`config.mk`:
```
export PLATFORM = sky130hd
export DESIGN_NAME = decimal_text_to_micro_units_core_flat
export DESIGN_NICKNAME = d
export VERILOG_FILES = /design/src/design/dttmu_pkg.sv /design/src/design/dttmu_if.sv /design/src/design/decimal_text_to_micro_units_core.sv /design/src/flat_wrapper.sv
export SDC_FILE = /design/constraint.sdc
export NUM_CORES = 1
export LEC_CHECK = 0
export ABC_CLOCK_PERIOD_IN_PS = 14120
export BUFFER_PORTS_ARGS = -buffer_cell sky130_fd_sc_hd__buf_4
export CORE_MARGIN = 2
export CORE_UTILIZATION = 35
export CTS_CLUSTER_SIZE = 28
export DETAILED_ROUTE_END_ITERATION = 12
export MAX_ROUTING_LAYER = met4
export PLACE_DENSITY_LB_ADDON = 0.15
export SYNTH_ARGS = -nofsm -noshare
export SYNTH_HDL_FRONTEND = slang
export SYNTH_SLANG_ARGS = --single-unit
```
`constraint.sdc`:
```
create_clock -name clock -period 14.12 [get_ports clock]
set_clock_uncertainty 0.1 [all_clocks]
set_input_delay 1.412 -clock clock [delete_from_list [all_inputs] [get_ports clock]]
set_output_delay 1.412 -clock clock [all_outputs]
set_load 0.02 [all_outputs]
```
`src/design/dttmu_pkg.sv`:
```
`timescale 1ns / 1ps

package dttmu_pkg;

   localparam logic [7:0] CH_ZERO = 8'h30;
   localparam logic [7:0] CH_NINE = 8'h39;
   localparam logic [7:0] CH_DOT  = 8'h2E;

   typedef enum logic [1:0] {
      PH_IDLE  = 2'd0,
      PH_WHOLE = 2'd1,
      PH_FRAC  = 2'd2
   } phase_type;

   typedef enum logic [1:0] {
      ST_OK       = 2'd0,
      ST_BAD_END  = 2'd1,
      ST_OVERFLOW = 2'd2
   } status_type;

   // Powers of ten up to 10^9, enough for any supported fraction length.
   function automatic logic [63:0] pow10_f(input logic [3:0] n);
      logic [63:0] p;
      unique case (n)
         4'd0: p = 64'd1;
         4'd1: p = 64'd10;
         4'd2: p = 64'd100;
         4'd3: p = 64'd1000;
         4'd4: p = 64'd10000;
         4'd5: p = 64'd100000;
         4'd6: p = 64'd1000000;
         4'd7: p = 64'd10000000;
         4'd8: p = 64'd100000000;
         4'd9: p = 64'd1000000000;
         default: p = 64'd0;
      endcase
      return p;
   endfunction

endpackage

```
`src/design/dttmu_if.sv`:
```
`timescale 1ns / 1ps

interface dttmu_req_if;
   logic       valid;
   logic       ready;
   logic [7:0] char_code;
   logic       start_req;
   logic [7:0] end_char;

   modport source (output valid, output char_code, output start_req, output end_char,
                   input ready);
   modport sink   (input valid, input char_code, input start_req, input end_char,
                   output ready);
endinterface

interface dttmu_rsp_if import dttmu_pkg::*; ();
   logic        valid;
   logic        ready;
   logic [63:0] value_micro;
   status_type  status;

   modport source (output valid, output value_micro, output status, input ready);
   modport sink   (input valid, input value_micro, input status, output ready);
endinterface

```
`src/design/decimal_text_to_micro_units_core.sv`:
```
`timescale 1ns / 1ps

// Decimal text parser: takes one ASCII character per word and, on the first
// character that ends the number, returns the value in units of
// 10^-FRACTION_DIGITS with a status (ok, wrong terminator, overflow).
// Throughput is one character per cycle, except while a terminating character
// waits for a full result register to be taken. The result register loads
// when the terminating character leaves the input register, and the word is
// offered from that register. The scaled integer accumulator keeps the
// integer part already multiplied by 10^FRACTION_DIGITS and updates it with
// one shift-add by ten per digit, so no wide multiply is needed at the end. A
// finished result waiting on rsp_bus does not block input unless the next
// character would also end a number.
module decimal_text_to_micro_units_core
   import dttmu_pkg::*;
#(
   parameter int unsigned FRACTION_DIGITS = 6
) (
   input  logic            clock,
   input  logic            reset,
   dttmu_req_if.sink       req_bus,
   dttmu_rsp_if.source     rsp_bus
);

   localparam logic [63:0] SCALE  = pow10_f(4'(FRACTION_DIGITS));
   localparam int unsigned FRAC_W = $clog2(SCALE);
   localparam int unsigned CNT_W  = $clog2(FRACTION_DIGITS + 1);

   // input register
   logic        in_valid_ff;
   logic [7:0]  in_char_ff;
   logic        in_start_ff;
   logic [7:0]  in_end_ff;

   // parse state
   phase_type          phase_ff, phase_in;
   logic [63:0]        scaled_ff, scaled_in;   // integer part * SCALE, mod 2^64
   logic               ovf_ff, ovf_in;         // exact integer part * SCALE >= 2^64
   logic [FRAC_W-1:0]  frac_ff, frac_in;
   logic [CNT_W-1:0]   count_ff, count_in;

   // result register
   logic        rsp_valid_ff;
   logic [63:0] rsp_value_ff, rsp_value_in;
   status_type  rsp_status_ff, rsp_status_in;

   logic               produce;
   logic               advance;
   logic               is_digit;
   logic [3:0]         digit;
   phase_type          phase_eff;
   logic [63:0]        scaled_eff;
   logic               ovf_eff;
   logic [FRAC_W-1:0]  frac_eff;
   logic [CNT_W-1:0]   count_eff;
   logic [67:0]        scaled_step;
   logic [FRAC_W+3:0]  frac_prod;
   logic [63:0]        weight;
   logic [64:0]        final_sum;

   always_comb begin
      is_digit   = (in_char_ff >= CH_ZERO) && (in_char_ff <= CH_NINE);
      digit      = is_digit ? 4'(in_char_ff - CH_ZERO) : 4'd0;

      phase_eff  = in_start_ff ? PH_WHOLE : phase_ff;
      scaled_eff = in_start_ff ? 64'd0 : scaled_ff;
      ovf_eff    = in_start_ff ? 1'b0 : ovf_ff;
      frac_eff   = in_start_ff ? '0 : frac_ff;
      count_eff  = in_start_ff ? '0 : count_ff;

      // x10 as x8 + x2, plus the digit at the scaled position
      scaled_step = {1'b0, scaled_eff, 3'b000} + {3'b000, scaled_eff, 1'b0}
                  + (68'(digit) * 68'(SCALE));
      weight      = pow10_f(4'(FRACTION_DIGITS - 1) - 4'(count_eff));
      frac_prod   = (FRAC_W + 4)'(digit) * (FRAC_W + 4)'(weight[FRAC_W-1:0]);
      final_sum   = {1'b0, scaled_eff} + 65'(frac_eff);

      phase_in      = phase_eff;
      scaled_in     = scaled_eff;
      ovf_in        = ovf_eff;
      frac_in       = frac_eff;
      count_in      = count_eff;
      produce       = 1'b0;
      rsp_value_in  = final_sum[63:0];
      rsp_status_in = (ovf_eff || final_sum[64]) ? ST_OVERFLOW : ST_OK;
      if (in_char_ff != in_end_ff) begin
         rsp_value_in  = 64'd0;
         rsp_status_in = ST_BAD_END;
      end

      unique case (phase_eff)
         PH_WHOLE: begin
            if (is_digit) begin
               scaled_in = scaled_step[63:0];
               ovf_in    = ovf_eff || (|scaled_step[67:64]);
            end else if (in_char_ff == CH_DOT) begin
               phase_in = PH_FRAC;
            end else begin
               phase_in = PH_IDLE;
               produce  = 1'b1;
            end
         end
         PH_FRAC: begin
            if (is_digit) begin
               if (32'(count_eff) < FRACTION_DIGITS) begin
                  frac_in  = frac_eff + frac_prod[FRAC_W-1:0];
                  count_in = count_eff + CNT_W'(1);
               end
            end else begin
               phase_in = PH_IDLE;
               produce  = 1'b1;
            end
         end
         default: phase_in = PH_IDLE;
      endcase
   end

   assign advance       = in_valid_ff && (!produce || !rsp_valid_ff || rsp_bus.ready);
   assign req_bus.ready = !in_valid_ff || advance;

   always_ff @(posedge clock) begin
      if (reset) begin
         in_valid_ff <= 1'b0;
      end else if (req_bus.ready) begin
         in_valid_ff <= req_bus.valid;
      end
      if (req_bus.ready) begin
         in_char_ff  <= req_bus.char_code;
         in_start_ff <= req_bus.start_req;
         in_end_ff   <= req_bus.end_char;
      end
   end

   always_ff @(posedge clock) begin
      if (reset) begin
         phase_ff <= PH_IDLE;
         scaled_ff <= 64'd0;
         ovf_ff    <= 1'b0;
         frac_ff   <= '0;
         count_ff  <= '0;
      end else if (advance) begin
         phase_ff  <= phase_in;
         scaled_ff <= scaled_in;
         ovf_ff    <= ovf_in;
         frac_ff   <= frac_in;
         count_ff  <= count_in;
      end
   end

   always_ff @(posedge clock) begin
      if (reset) begin
         rsp_valid_ff <= 1'b0;
      end else if (advance && produce) begin
         rsp_valid_ff <= 1'b1;
      end else if (rsp_bus.ready) begin
         rsp_valid_ff <= 1'b0;
      end
      if (advance && produce) begin
         rsp_value_ff  <= rsp_value_in;
         rsp_status_ff <= rsp_status_in;
      end
   end

   assign rsp_bus.valid       = rsp_valid_ff;
   assign rsp_bus.value_micro = rsp_value_ff;
   assign rsp_bus.status      = rsp_status_ff;

   a_reset_idle: assert property (@(posedge clock)
      $past(reset) |-> (phase_ff == PH_IDLE) && !in_valid_ff && !rsp_valid_ff)
      else $error("state not idle after reset");

   a_bad_end_zero: assert property (@(posedge clock) disable iff (reset)
      rsp_valid_ff && (rsp_status_ff == ST_BAD_END) |-> rsp_value_ff == 64'd0)
      else $error("wrong terminator word carries a value");

   a_frac_bounds: assert property (@(posedge clock) disable iff (reset)
      (32'(count_ff) <= FRACTION_DIGITS) && (64'(frac_ff) < SCALE))
      else $error("fraction accumulator out of range");

   a_hold_on_stall: assert property (@(posedge clock) disable iff (reset)
      in_valid_ff && produce && rsp_valid_ff && !rsp_bus.ready
      |=> in_valid_ff && $stable(phase_ff) && $stable(scaled_ff))
      else $error("terminator consumed while result register full");

endmodule

```
`src/flat_wrapper.sv`:
```
// flat-port wrapper written by rule: the top's interface ports become plain ports
module decimal_text_to_micro_units_core_flat import dttmu_pkg::*;
#(
   parameter int unsigned FRACTION_DIGITS = 6
)
  (clock, reset, req_bus_valid, req_bus_char_code, req_bus_start_req, req_bus_end_char, req_bus_ready, rsp_bus_valid, rsp_bus_value_micro, rsp_bus_status, rsp_bus_ready);
  dttmu_req_if req_bus_i ();
  dttmu_rsp_if rsp_bus_i ();
  input  logic clock;
  input  logic reset;
  input wire logic [$bits(req_bus_i.valid)-1:0] req_bus_valid;
  input wire logic [$bits(req_bus_i.char_code)-1:0] req_bus_char_code;
  input wire logic [$bits(req_bus_i.start_req)-1:0] req_bus_start_req;
  input wire logic [$bits(req_bus_i.end_char)-1:0] req_bus_end_char;
  output wire logic [$bits(req_bus_i.ready)-1:0] req_bus_ready;
  output wire logic [$bits(rsp_bus_i.valid)-1:0] rsp_bus_valid;
  output wire logic [$bits(rsp_bus_i.value_micro)-1:0] rsp_bus_value_micro;
  output wire logic [$bits(rsp_bus_i.status)-1:0] rsp_bus_status;
  input wire logic [$bits(rsp_bus_i.ready)-1:0] rsp_bus_ready;
  assign req_bus_i.valid = req_bus_valid;
  assign req_bus_i.char_code = req_bus_char_code;
  assign req_bus_i.start_req = req_bus_start_req;
  assign req_bus_i.end_char = req_bus_end_char;
  assign req_bus_ready = req_bus_i.ready;
  assign rsp_bus_valid = rsp_bus_i.valid;
  assign rsp_bus_value_micro = rsp_bus_i.value_micro;
  assign rsp_bus_status = rsp_bus_i.status;
  assign rsp_bus_i.ready = rsp_bus_ready;
  decimal_text_to_micro_units_core #(.FRACTION_DIGITS(FRACTION_DIGITS)) u_core (.clock(clock), .reset(reset), .req_bus(req_bus_i), .rsp_bus(rsp_bus_i));
endmodule
```
; Yosys cells after proc, flatten, opt, wreduce, memory -nomap -nowiden
; Memories as Yosys holds them, arrays and structs flattened.
; Index checks and enable logic that the tools add are counted.
[classes]
muxes = 27
n_eq_ne = 4
n_reduce_logical = 13
addsub = 7
order_cmp = 3
n_mul = 2
[ops]
columns = op, count
row1 = $mux W64, 3
row2 = $mux W20, 4
row3 = $add A67 B65 Y68, 1
row4 = $add A68 B24 Y68, 1
row5 = $add A64 B20 Y65, 1
row6 = $add A20 B20 Y20, 1
row7 = $mul A4 B20 Y20, 1
row8 = $mul A4 B14 Y18 const B, 1
row9 = $mux W3, 4
row10 = $mux W2, 5
row11 = $eq A8 B6 Y1 const B, 1
row12 = $ge A8 B6 Y1 const B, 1
row13 = $le A8 B6 Y1 const B, 1
row14 = $mux W1, 8
row15 = $ne A8 B8 Y1, 1
row16 = $logic_or A1 B1 Y1, 5
row17 = $mux W4, 1
row18 = $pmux W2 S2, 1
row19 = $reduce_or A4 Y1, 1
row20 = $sub A3 B3 Y4 const A, 1
row21 = $sub A4 B1 Y4 const B, 1
row22 = $add A3 B1 Y3 const B, 1
row23 = $logic_and A1 B1 Y1, 3
row24 = $logic_not A1 Y1, 3
row25 = 5 further kinds, 5
[word_totals]
wordCells = 69
mem_count = 1
mem_bits_ro = 480
register_bits = 175
output_inout_bits = 68
input_bits = 21
[mem_list]
columns = memory, depth, word_bits, rd, rd_clocked_by_memory_dff, wr, line
row1 = (no name shown), 16, 30, 1, 0, 0, dttmu_pkg.sv:24  ; unique case (n)

; Longest topological paths before layout
; Gate-level depths: netlist of run 1.
[logic_depth]
word_depth = 10
mapped_depth = 32
mapped_depth_nobuf = 28

; Least setup slack after synthesis of run 1
; OpenSTA, ideal clock, no wires.
[synth_path]
kind = reg-to-reg
from = reg u_core.in_char_ff[6]
to = reg u_core.ovf_ff
path_stages_with_launch = 32
setup_time_ns = 0.120
slack_ns = 7.346
period_less_slack_ns = 6.774
t_arrival_ns = 6.554
path_cell_list = edfxtp_1 -> or3b_1 -> nor3_1 -> and2_1 -> clkbuf_1 -> clkbuf_1 -> ha_1 -> inv_1 -> ha_1 -> inv_1 -> fa_1 -> inv_1 -> ha_1 -> a21oi_1 -> inv_1 -> a21oi_1 -> o21ai_0 -> xnor2_1 -> fa_1 -> inv_1 -> ha_1 -> buf_2 -> nand4_1 -> nor4_2 -> nand3_1 -> a2111o_1 -> a31oi_1 -> nand3_1 -> nand2_1 -> a21oi_1 -> xnor2_1 -> a211o_1
[synth_between]
elab_chain_len = 9
elab_cells_between_ends = 19
classes_between = 1 x add/sub / 1 x mul / 2 x order compare / 1 x eq/ne / 7 x mux / 7 x reduce/logical
[synth_rtl]
columns = item, line
row1 = "start, declared", decimal_text_to_micro_units_core.sv:31  ; logic [7:0] in_char_ff;
row2 = "start signal, assigned", decimal_text_to_micro_units_core.sv:128  ; in_char_ff <= req_bus.char_code;
row3 = $ge A8 B6 Y1 or $le A8 B6 Y1 (tied branches), decimal_text_to_micro_units_core.sv:62  ; is_digit = (in_char_ff >= CH_ZERO) && (in_char_ff <= CH_NINE);
row4 = $logic_and A1 B1 Y1, decimal_text_to_micro_units_core.sv:62
row5 = $mux W4, decimal_text_to_micro_units_core.sv:63  ; digit = is_digit ? 4'(in_char_ff - CH_ZERO) : 4'd0;
row6 = $mul A4 B14 Y18, decimal_text_to_micro_units_core.sv:73  ; + (68'(digit) * 68'(SCALE));
row7 = $add A68 B24 Y68, decimal_text_to_micro_units_core.sv:73
row8 = $reduce_or A4 Y1, decimal_text_to_micro_units_core.sv:95  ; ovf_in = ovf_eff || (|scaled_step[67:64]);
row9 = $logic_or A1 B1 Y1, decimal_text_to_micro_units_core.sv:95
row10 = $mux W1, decimal_text_to_micro_units_core.sv:93  ; if (is_digit) begin
row11 = $mux W1, decimal_text_to_micro_units_core.sv:91  ; unique case (phase_eff)
row12 = "end signal, assigned", decimal_text_to_micro_units_core.sv:144  ; ovf_ff <= ovf_in;
row13 = "end, declared", decimal_text_to_micro_units_core.sv:38  ; logic ovf_ff, ovf_in;
; Parallel ways exist; a longest one is shown, timed or not.
; A chain may end at the register's enable or synchronous reset.

; Worst setup path in the final report of run 1
[layout_path]
from = reg u_core.in_char_ff[6]
to = reg u_core.scaled_ff[61]
[layout_between]
elab_chain_len = 8
elab_cells_between_ends = 17
classes_between = 1 x add/sub / 1 x mul / 2 x order compare / 1 x eq/ne / 7 x mux / 5 x reduce/logical
[layout_rtl]
columns = item, line
row1 = "parallel branches: the longest is 8 deep, another holds $add A68 B24 Y68", -
row2 = "end signal, assigned", decimal_text_to_micro_units_core.sv:143  ; scaled_ff <= scaled_in;
row3 = "end, declared", decimal_text_to_micro_units_core.sv:37  ; logic [63:0] scaled_ff, scaled_in;
; Several ways; the timed one is not identified.

==> reports/metrics.yaml, run 1 <==
status: "completed"
portBuffers: 88
crit_end: "u_core.scaled_ff[61]"
grtUsageTotal_pct: 21.2
power.leakage_nw: 8.36
max-slew-margin-rel_pct: 19.0
grt_pass1_vias: 13600
p_clk_share_pct: 44.3
crit_top_cell: "inv_1"
hold_viol: 0
drtIter0Drc: 988
cp_slowest_cell: "nor3_1"
yosysWarnings: 0
synth_area_leaders: "edfxtp_1, ha_1, dfxtp_1, fa_1, nor2_1"
initial_core_util_pct: 35.3
hold_buffers: 0
cts_num_sinks: 175
num_rows: 79
rr_startpoint: "u_core.in_char_ff[6]"
gp_congestion: 0.902
syn-instance-count: 1927
syn_area_per_cell_um2: 8.49
antenna_found_initial: 0
crit_path_end_kind: "flip-flop"
vias: 14000
ys.flop_type: "dfxtp_1"
rr_worst_depth: 28
wl_per_cell_um: 19.0
ant_nets: 0
syn_to_final_growth_pct: 10.6
tightest_slew_ps: 1210
first_pass_iters: 5
synth_top_area_share_pct: 15.2
p_int_mw: 0.791
timing.rr.end: "u_core.scaled_ff[61]"
core_mm2: 0.0464
switching_power_mw: 0.269
startpoint_type: "flip-flop"
antenna_cells: 0
synth_edf_count: 83
synth_area_leader_cell: "edfxtp_1"
final_nets: 2229
grt_pass1_wl_um: 77200
drc: 0
cts-root-buf: "clkbuf_16"
synth_cell_types: 89
worstPathMaxFanout: 13
fin_setup_tns_ps: 0
cts_setup_buffers: 0
fmax_ghz: 0.123
clock_path_buffers: 2
cts_resized: 0
clk_pin_slew_ps: 70
worst_ep_arrival_time_ps: 8360
power_density_mw_per_mm2: 58.5
cpPeakStageDelay_ps: 980
ys_seq_elements: 175
ys_seq_area_share_pct: 26.5
p_sw_share_pct: 25.4
rsz0062_at_grt: "no"
final-setup-viol-count: 0
routed_wirelength_um: 49000
ir_drop_v: 0.0000728
synthArstFlopShare_pct: 0
power_frac_comb_pct: 5.1
rrSetupSlack_ps: 5980
seq_power_share_pct: 50.6
fp.dieW_um: 220
grt_overflow: 0
hold_class: "flip-flop to flip-flop"
worstSkewPairLatency_ps: 470
cp.required_ps: 14340
power.total_mw: 1.06
cts_tree: "built"
final_layout_size_suffix_gt1_share_pct: 8.20
syn-cell-area_mm2: 0.0164
die_area_mm2: 0.0485
io_pins: 89
startpoint: "u_core.in_char_ff[6]"
routed_via_density: 5.41
criticalPathCategory: "flip-flop to flip-flop"
layout_min_cycle_time_ps: 8140
hpwl_um: 36900
period_share_pct: 57.6
drv_cap: 0
drv_slew: 0
htreeDepth: 4
grt_max_degree: 67
numCtsBuffers: 17
die_y_um: 220
[sequential cells by signal (all words and copies together) (netlist names)]
name and cells:
u_core.count_ff 3, u_core.frac_ff 20, u_core.in_char_ff 8, u_core.in_end_ff 8, u_core.in_start_ff 1, u_core.in_valid_ff 1
u_core.ovf_ff 1, u_core.phase_ff 2, u_core.rsp_bus.status 2, u_core.rsp_bus.valid 1, u_core.rsp_bus.value_micro 64, u_core.scaled_ff 64
[critical path: cells and delay by family, from the launching register on]
kind	cells	cell delay, ps
AO/OA/AOI/OAI	11	2530
XOR/XNOR	2	430
adder cells (fa/ha/maj)	6	2290
buffers and inverters	5	300
flip-flops	1	400
AND/OR/NAND/NOR	4	1970
[power groups by stage]
stage / logic [mW] / clock network [mW] / registers (mW)
finish: 0.0546 / 0.470 / 0.536
CTS: 0.0550 / 0.484 / 0.536
detailed placement: 0.0548 / 0 / 0.547
floorplan: 0.0309 / 0 / 0.549
global placement: 0.0547 / 0 / 0.547
global route: 0.0595 / 0.506 / 0.536
[area by class of cell]
cell class                      instances  area [um2]
Clock buffer                           18         429
Clock inverter                         14         118
Fill cell                            4743       28300
Inverter                              137         514
Multi-Input combinational cell       1531       11200
Sequential cell                       175        4330
Tap cell                              607         759
Timing Repair Buffer                  101         758
[stage by stage]
step	cells	utilization [%]	cell area, um2	hold WS [ps]	setup slack (ps)
after floorplan	1928	-	16400	327	7350
after global placement	2551	37.9	17600	337	6280
after detailed placement	2551	37.9	17600	344	6080
after CTS	2583	39.0	18100	355	6060
after global routing	2583	39.0	18100	395	5290
final	2583	39.0	18100	358	5980
[cell usage in the layout (no fill, tap or decap), drive strengths merged, types with 7 or more instances in the layout]
| cell | synthesis | final |
|---|---|---|
| or3 | 14 | 14 |
| nor4 | 8 | 8 |
| clkbuf | 62 | 18 |
| nor2b | 71 | 71 |
| inv | 136 | 138 |
| dfxtp | 92 | 92 |
| nand2b | 16 | 16 |
| o21a | 22 | 22 |
| a31oi | 13 | 13 |
| fa | 70 | 70 |
| a21o | 56 | 56 |
| clkinv | 1 | 7 |
| nor2 | 200 | 200 |
| buf | 23 | 101 |
| nand3 | 48 | 48 |
| and3 | 30 | 30 |
| edfxtp | 83 | 83 |
| nand4 | 37 | 37 |
| xor2 | 60 | 60 |
| a211oi | 11 | 11 |
| o21bai | 18 | 18 |
| a22oi | 65 | 65 |
| o31ai | 11 | 11 |
| o21ai | 93 | 93 |
| nand2 | 180 | 180 |
| xnor2 | 78 | 78 |
| nor3 | 26 | 26 |
| a21oi | 130 | 130 |
| ha | 175 | 175 |
| and2 | 19 | 19 |
[logic make-up (layout without fill, tap and decap cells)]
logic type	count (synthesis)	after routing	synth area share, %
AO/OA/AOI/OAI	463	463	18.5
XOR/XNOR	138	138	7.38
adder cells (fa/ha/maj)	245	245	21.9
buffers and inverters	222	270	5.30
flip-flops	175	175	26.5
multiplexers	2	2	0.122
other	1	2	0.0229
AND/OR/NAND/NOR	681	681	20.2
[routing by layer]
layer | vias up | GRT usage (%) | routed length [um]
met1 | 6778 | 29.4 | 24200
met3 | 56 | 2.65 | 2220
met4 | 0 | 6.69 | 1130
li1 | 6823 | - | -
met5 | - | - | 0
met2 | 322 | 32.2 | 21500
[synthesized netlist by cell type (4+ instances only)]
library cell / n
and4_1: 4
nand3b_1: 4
nor3b_1: 6
a31oi_1: 11
a21oi_1: 129
nand4_1: 36
ha_1: 175
o31ai_1: 10
or3_1: 13
nor2_1: 199
xnor2_1: 78
clkbuf_1: 60
and3_1: 30
nand2_1: 179
nor2b_1: 71
fa_1: 70
a41oi_1: 5
nor3_1: 25
inv_1: 136
o21a_1: 22
dfxtp_1: 92
a22oi_1: 65
buf_2: 17
xor2_1: 60
a211oi_1: 11
or4_1: 6
nor4_1: 6
a21o_1: 56
nand2b_1: 16
o21ai_0: 85
nand3_1: 48
o21bai_1: 18
o21ai_1: 7
edfxtp_1: 83
and2_1: 17
[how the worst min path moves through the flow]
stage          cells past startpoint               start  slack, ps                  to
2_1_floorplan                      2   u_core.frac_ff[8]        330   u_core.frac_ff[8]
3_3_place_gp                       2   u_core.frac_ff[8]        340   u_core.frac_ff[8]
3_5_place_dp                       2   u_core.frac_ff[8]        340   u_core.frac_ff[8]
4_1_cts                            2   u_core.frac_ff[8]        350   u_core.frac_ff[8]
5_1_grt                            2  u_core.phase_ff[0]        390  u_core.phase_ff[0]
6_report                           2   u_core.frac_ff[8]        360   u_core.frac_ff[8]
No activity file was read; power rests on OpenSTA's default activity.
==> run 2, diff against run 1 <==
--- a/config.mk
+++ b/config.mk
@@ -5,7 +5,7 @@
 export SDC_FILE = /design/constraint.sdc
 export NUM_CORES = 1
 export LEC_CHECK = 0
-export ABC_CLOCK_PERIOD_IN_PS = 14120
+export ABC_CLOCK_PERIOD_IN_PS = 7100
 export BUFFER_PORTS_ARGS = -buffer_cell sky130_fd_sc_hd__buf_4
 export CORE_MARGIN = 2
 export CORE_UTILIZATION = 35
==> constraint.sdc (replaced) <==
create_clock -name clock -period 7.1 [get_ports clock]
set_clock_uncertainty 0.1 [all_clocks]
set_input_delay 0.71 -clock clock [delete_from_list [all_inputs] [get_ports clock]]
set_output_delay 0.71 -clock clock [all_outputs]
set_load 0.02 [all_outputs]
==> reports/metrics.yaml, run 2 (synthesis results as in run 1) <==
crit_path_end_kind: "flip-flop"
gp_congestion: 0.877
cp_slowest_cell: "fa_1"
dp_slack_ps: -206
p_sw_share_pct: 24.9
drtIter0Drc: 1040
routed_via_density: 5.40
hold_viol: 0
grt_overflow: 0
fmax_ghz: 0.151
grtUsageTotal_pct: 21.4
first_pass_iters: 5
antenna_cells: 0
cts_tree: "built"
initial_core_util_pct: 35.3
hold_buffers: 0
p_int_mw: 1.65
criticalPathCategory: "flip-flop to flip-flop"
cts_setup_buffers: 0
cts_num_sinks: 175
fin_setup_tns_ps: 0
final_layout_size_suffix_gt1_share_pct: 9.21
grt_pass1_wl_um: 77900
io_pins: 89
seq_power_share_pct: 48.3
grt_pass1_vias: 13700
num_rows: 79
die_area_mm2: 0.0485
power.leakage_nw: 8.47
period_share_pct: 93.0
tightest_slew_ps: 1010
ir_drop_v: 0.000150
hpwl_um: 37200
cts-root-buf: "clkbuf_16"
drv_cap: 0
clock_path_buffers: 2
cpPeakStageDelay_ps: 500
final-setup-viol-count: 0
max-slew-margin-rel_pct: 32.8
power_density_mw_per_mm2: 120
antenna_found_initial: 0
clk_pin_slew_ps: 70
cp.required_ps: 7320
syn_to_final_growth_pct: 11.8
portBuffers: 88
crit_top_cell: "inv_1"
drv_slew: 0
fp.dieW_um: 220
layout_min_cycle_time_ps: 6600
hold_class: "input pin to flip-flop"
rsz0062_at_grt: "no"
vias: 14000
drc: 0
worstPathMaxFanout: 7
ant_nets: 0
htreeDepth: 4
numCtsBuffers: 17
routed_wirelength_um: 49200
mostFrequentLayoutCell: "nor2_1"
worst_ep_arrival_time_ps: 6820
final_nets: 2240
die_y_um: 220
final_cell_mix: "nor2_1, nand2_1, ha_1"
grt_max_degree: 67
switching_power_mw: 0.548
p_clk_share_pct: 46.4
core_mm2: 0.0464
status: "completed"
fin_util_pct: 39.5
power_frac_comb_pct: 5.2
fin_ws_ps: 499
n_fill_cell: 4748
worstSkewPairLatency_ps: 470
wl_per_cell_um: 18.9
startpoint_type: "flip-flop"
## run 2: power groups by stage
stage	combinational [mW]	clock, mW	sequential, mW
2_1_floorplan	0.0615	0	1.09
6_report	0.115	1.02	1.06
5_1_grt	0.126	1.09	1.06
3_5_place_dp	0.115	0	1.09
3_3_place_gp	0.115	0	1.09
4_1_cts	0.116	1.05	1.06
## run 2: routing by layer
metal,GRT usage [%],share of wire [%],vias up,wire (um)
met5,-,0,-,0
met4,5.30,1.6,0,771
met3,2.03,3.4,33,1650
met2,33.1,45,281,22000
met1,30.1,50,6844,24700
li1,-,-,6858,-
## run 2: repair_timing
action / 4_1_cts / 5_1_grt
setup endpoints to repair: 6 / 14
resized for setup: 2 / 10
hold endpoints to repair: 0 / 0
pin swaps: 0 / 2
## run 2: worst max-delay path: cells and delay by family, from the launching register on
family / cells / cell delay, ps
flip-flops: 1 / 410
adder cells (fa/ha/maj): 6 / 2160
AND/OR/NAND/NOR: 4 / 920
buffers and inverters: 5 / 290
AO/OA/AOI/OAI: 11 / 2230
XOR/XNOR: 2 / 350
## run 2: cell type report
class	instances	area, um2	share of cell area (%)
Multi-Input combinational cell	1531	11200	61.4
Sequential cell	175	4330	23.7
Timing Repair Buffer	112	841	4.60
Tap cell	607	759	4.15
Inverter	137	514	2.81
Clock buffer	20	468	2.56
Clock inverter	12	143	0.780
## run 2: final timing paths
check             cells past startpoint                   end            startpoint  slack [ps]
setup / recovery                     28  u_core.scaled_ff[61]  u_core.in_char_ff[6]         500
hold / removal                        1    u_core.in_start_ff     req_bus_start_req         320
setup reg to reg                     28  u_core.scaled_ff[61]  u_core.in_char_ff[6]         500
hold reg to reg                       2     u_core.frac_ff[8]     u_core.frac_ff[8]         350
## run 2: per-stage QoR
step                      hold slack, ps  total power [mW]  instances  cell area, um2
final                                320              2.20       2594           18300
after detailed placement             347              1.20       2562           17600
after global placement               338              1.20       2562           17600
after global routing                 304              2.28       2594           18300
after CTS                            300              2.23       2594           18300
after floorplan                      327              1.15       1928           16400
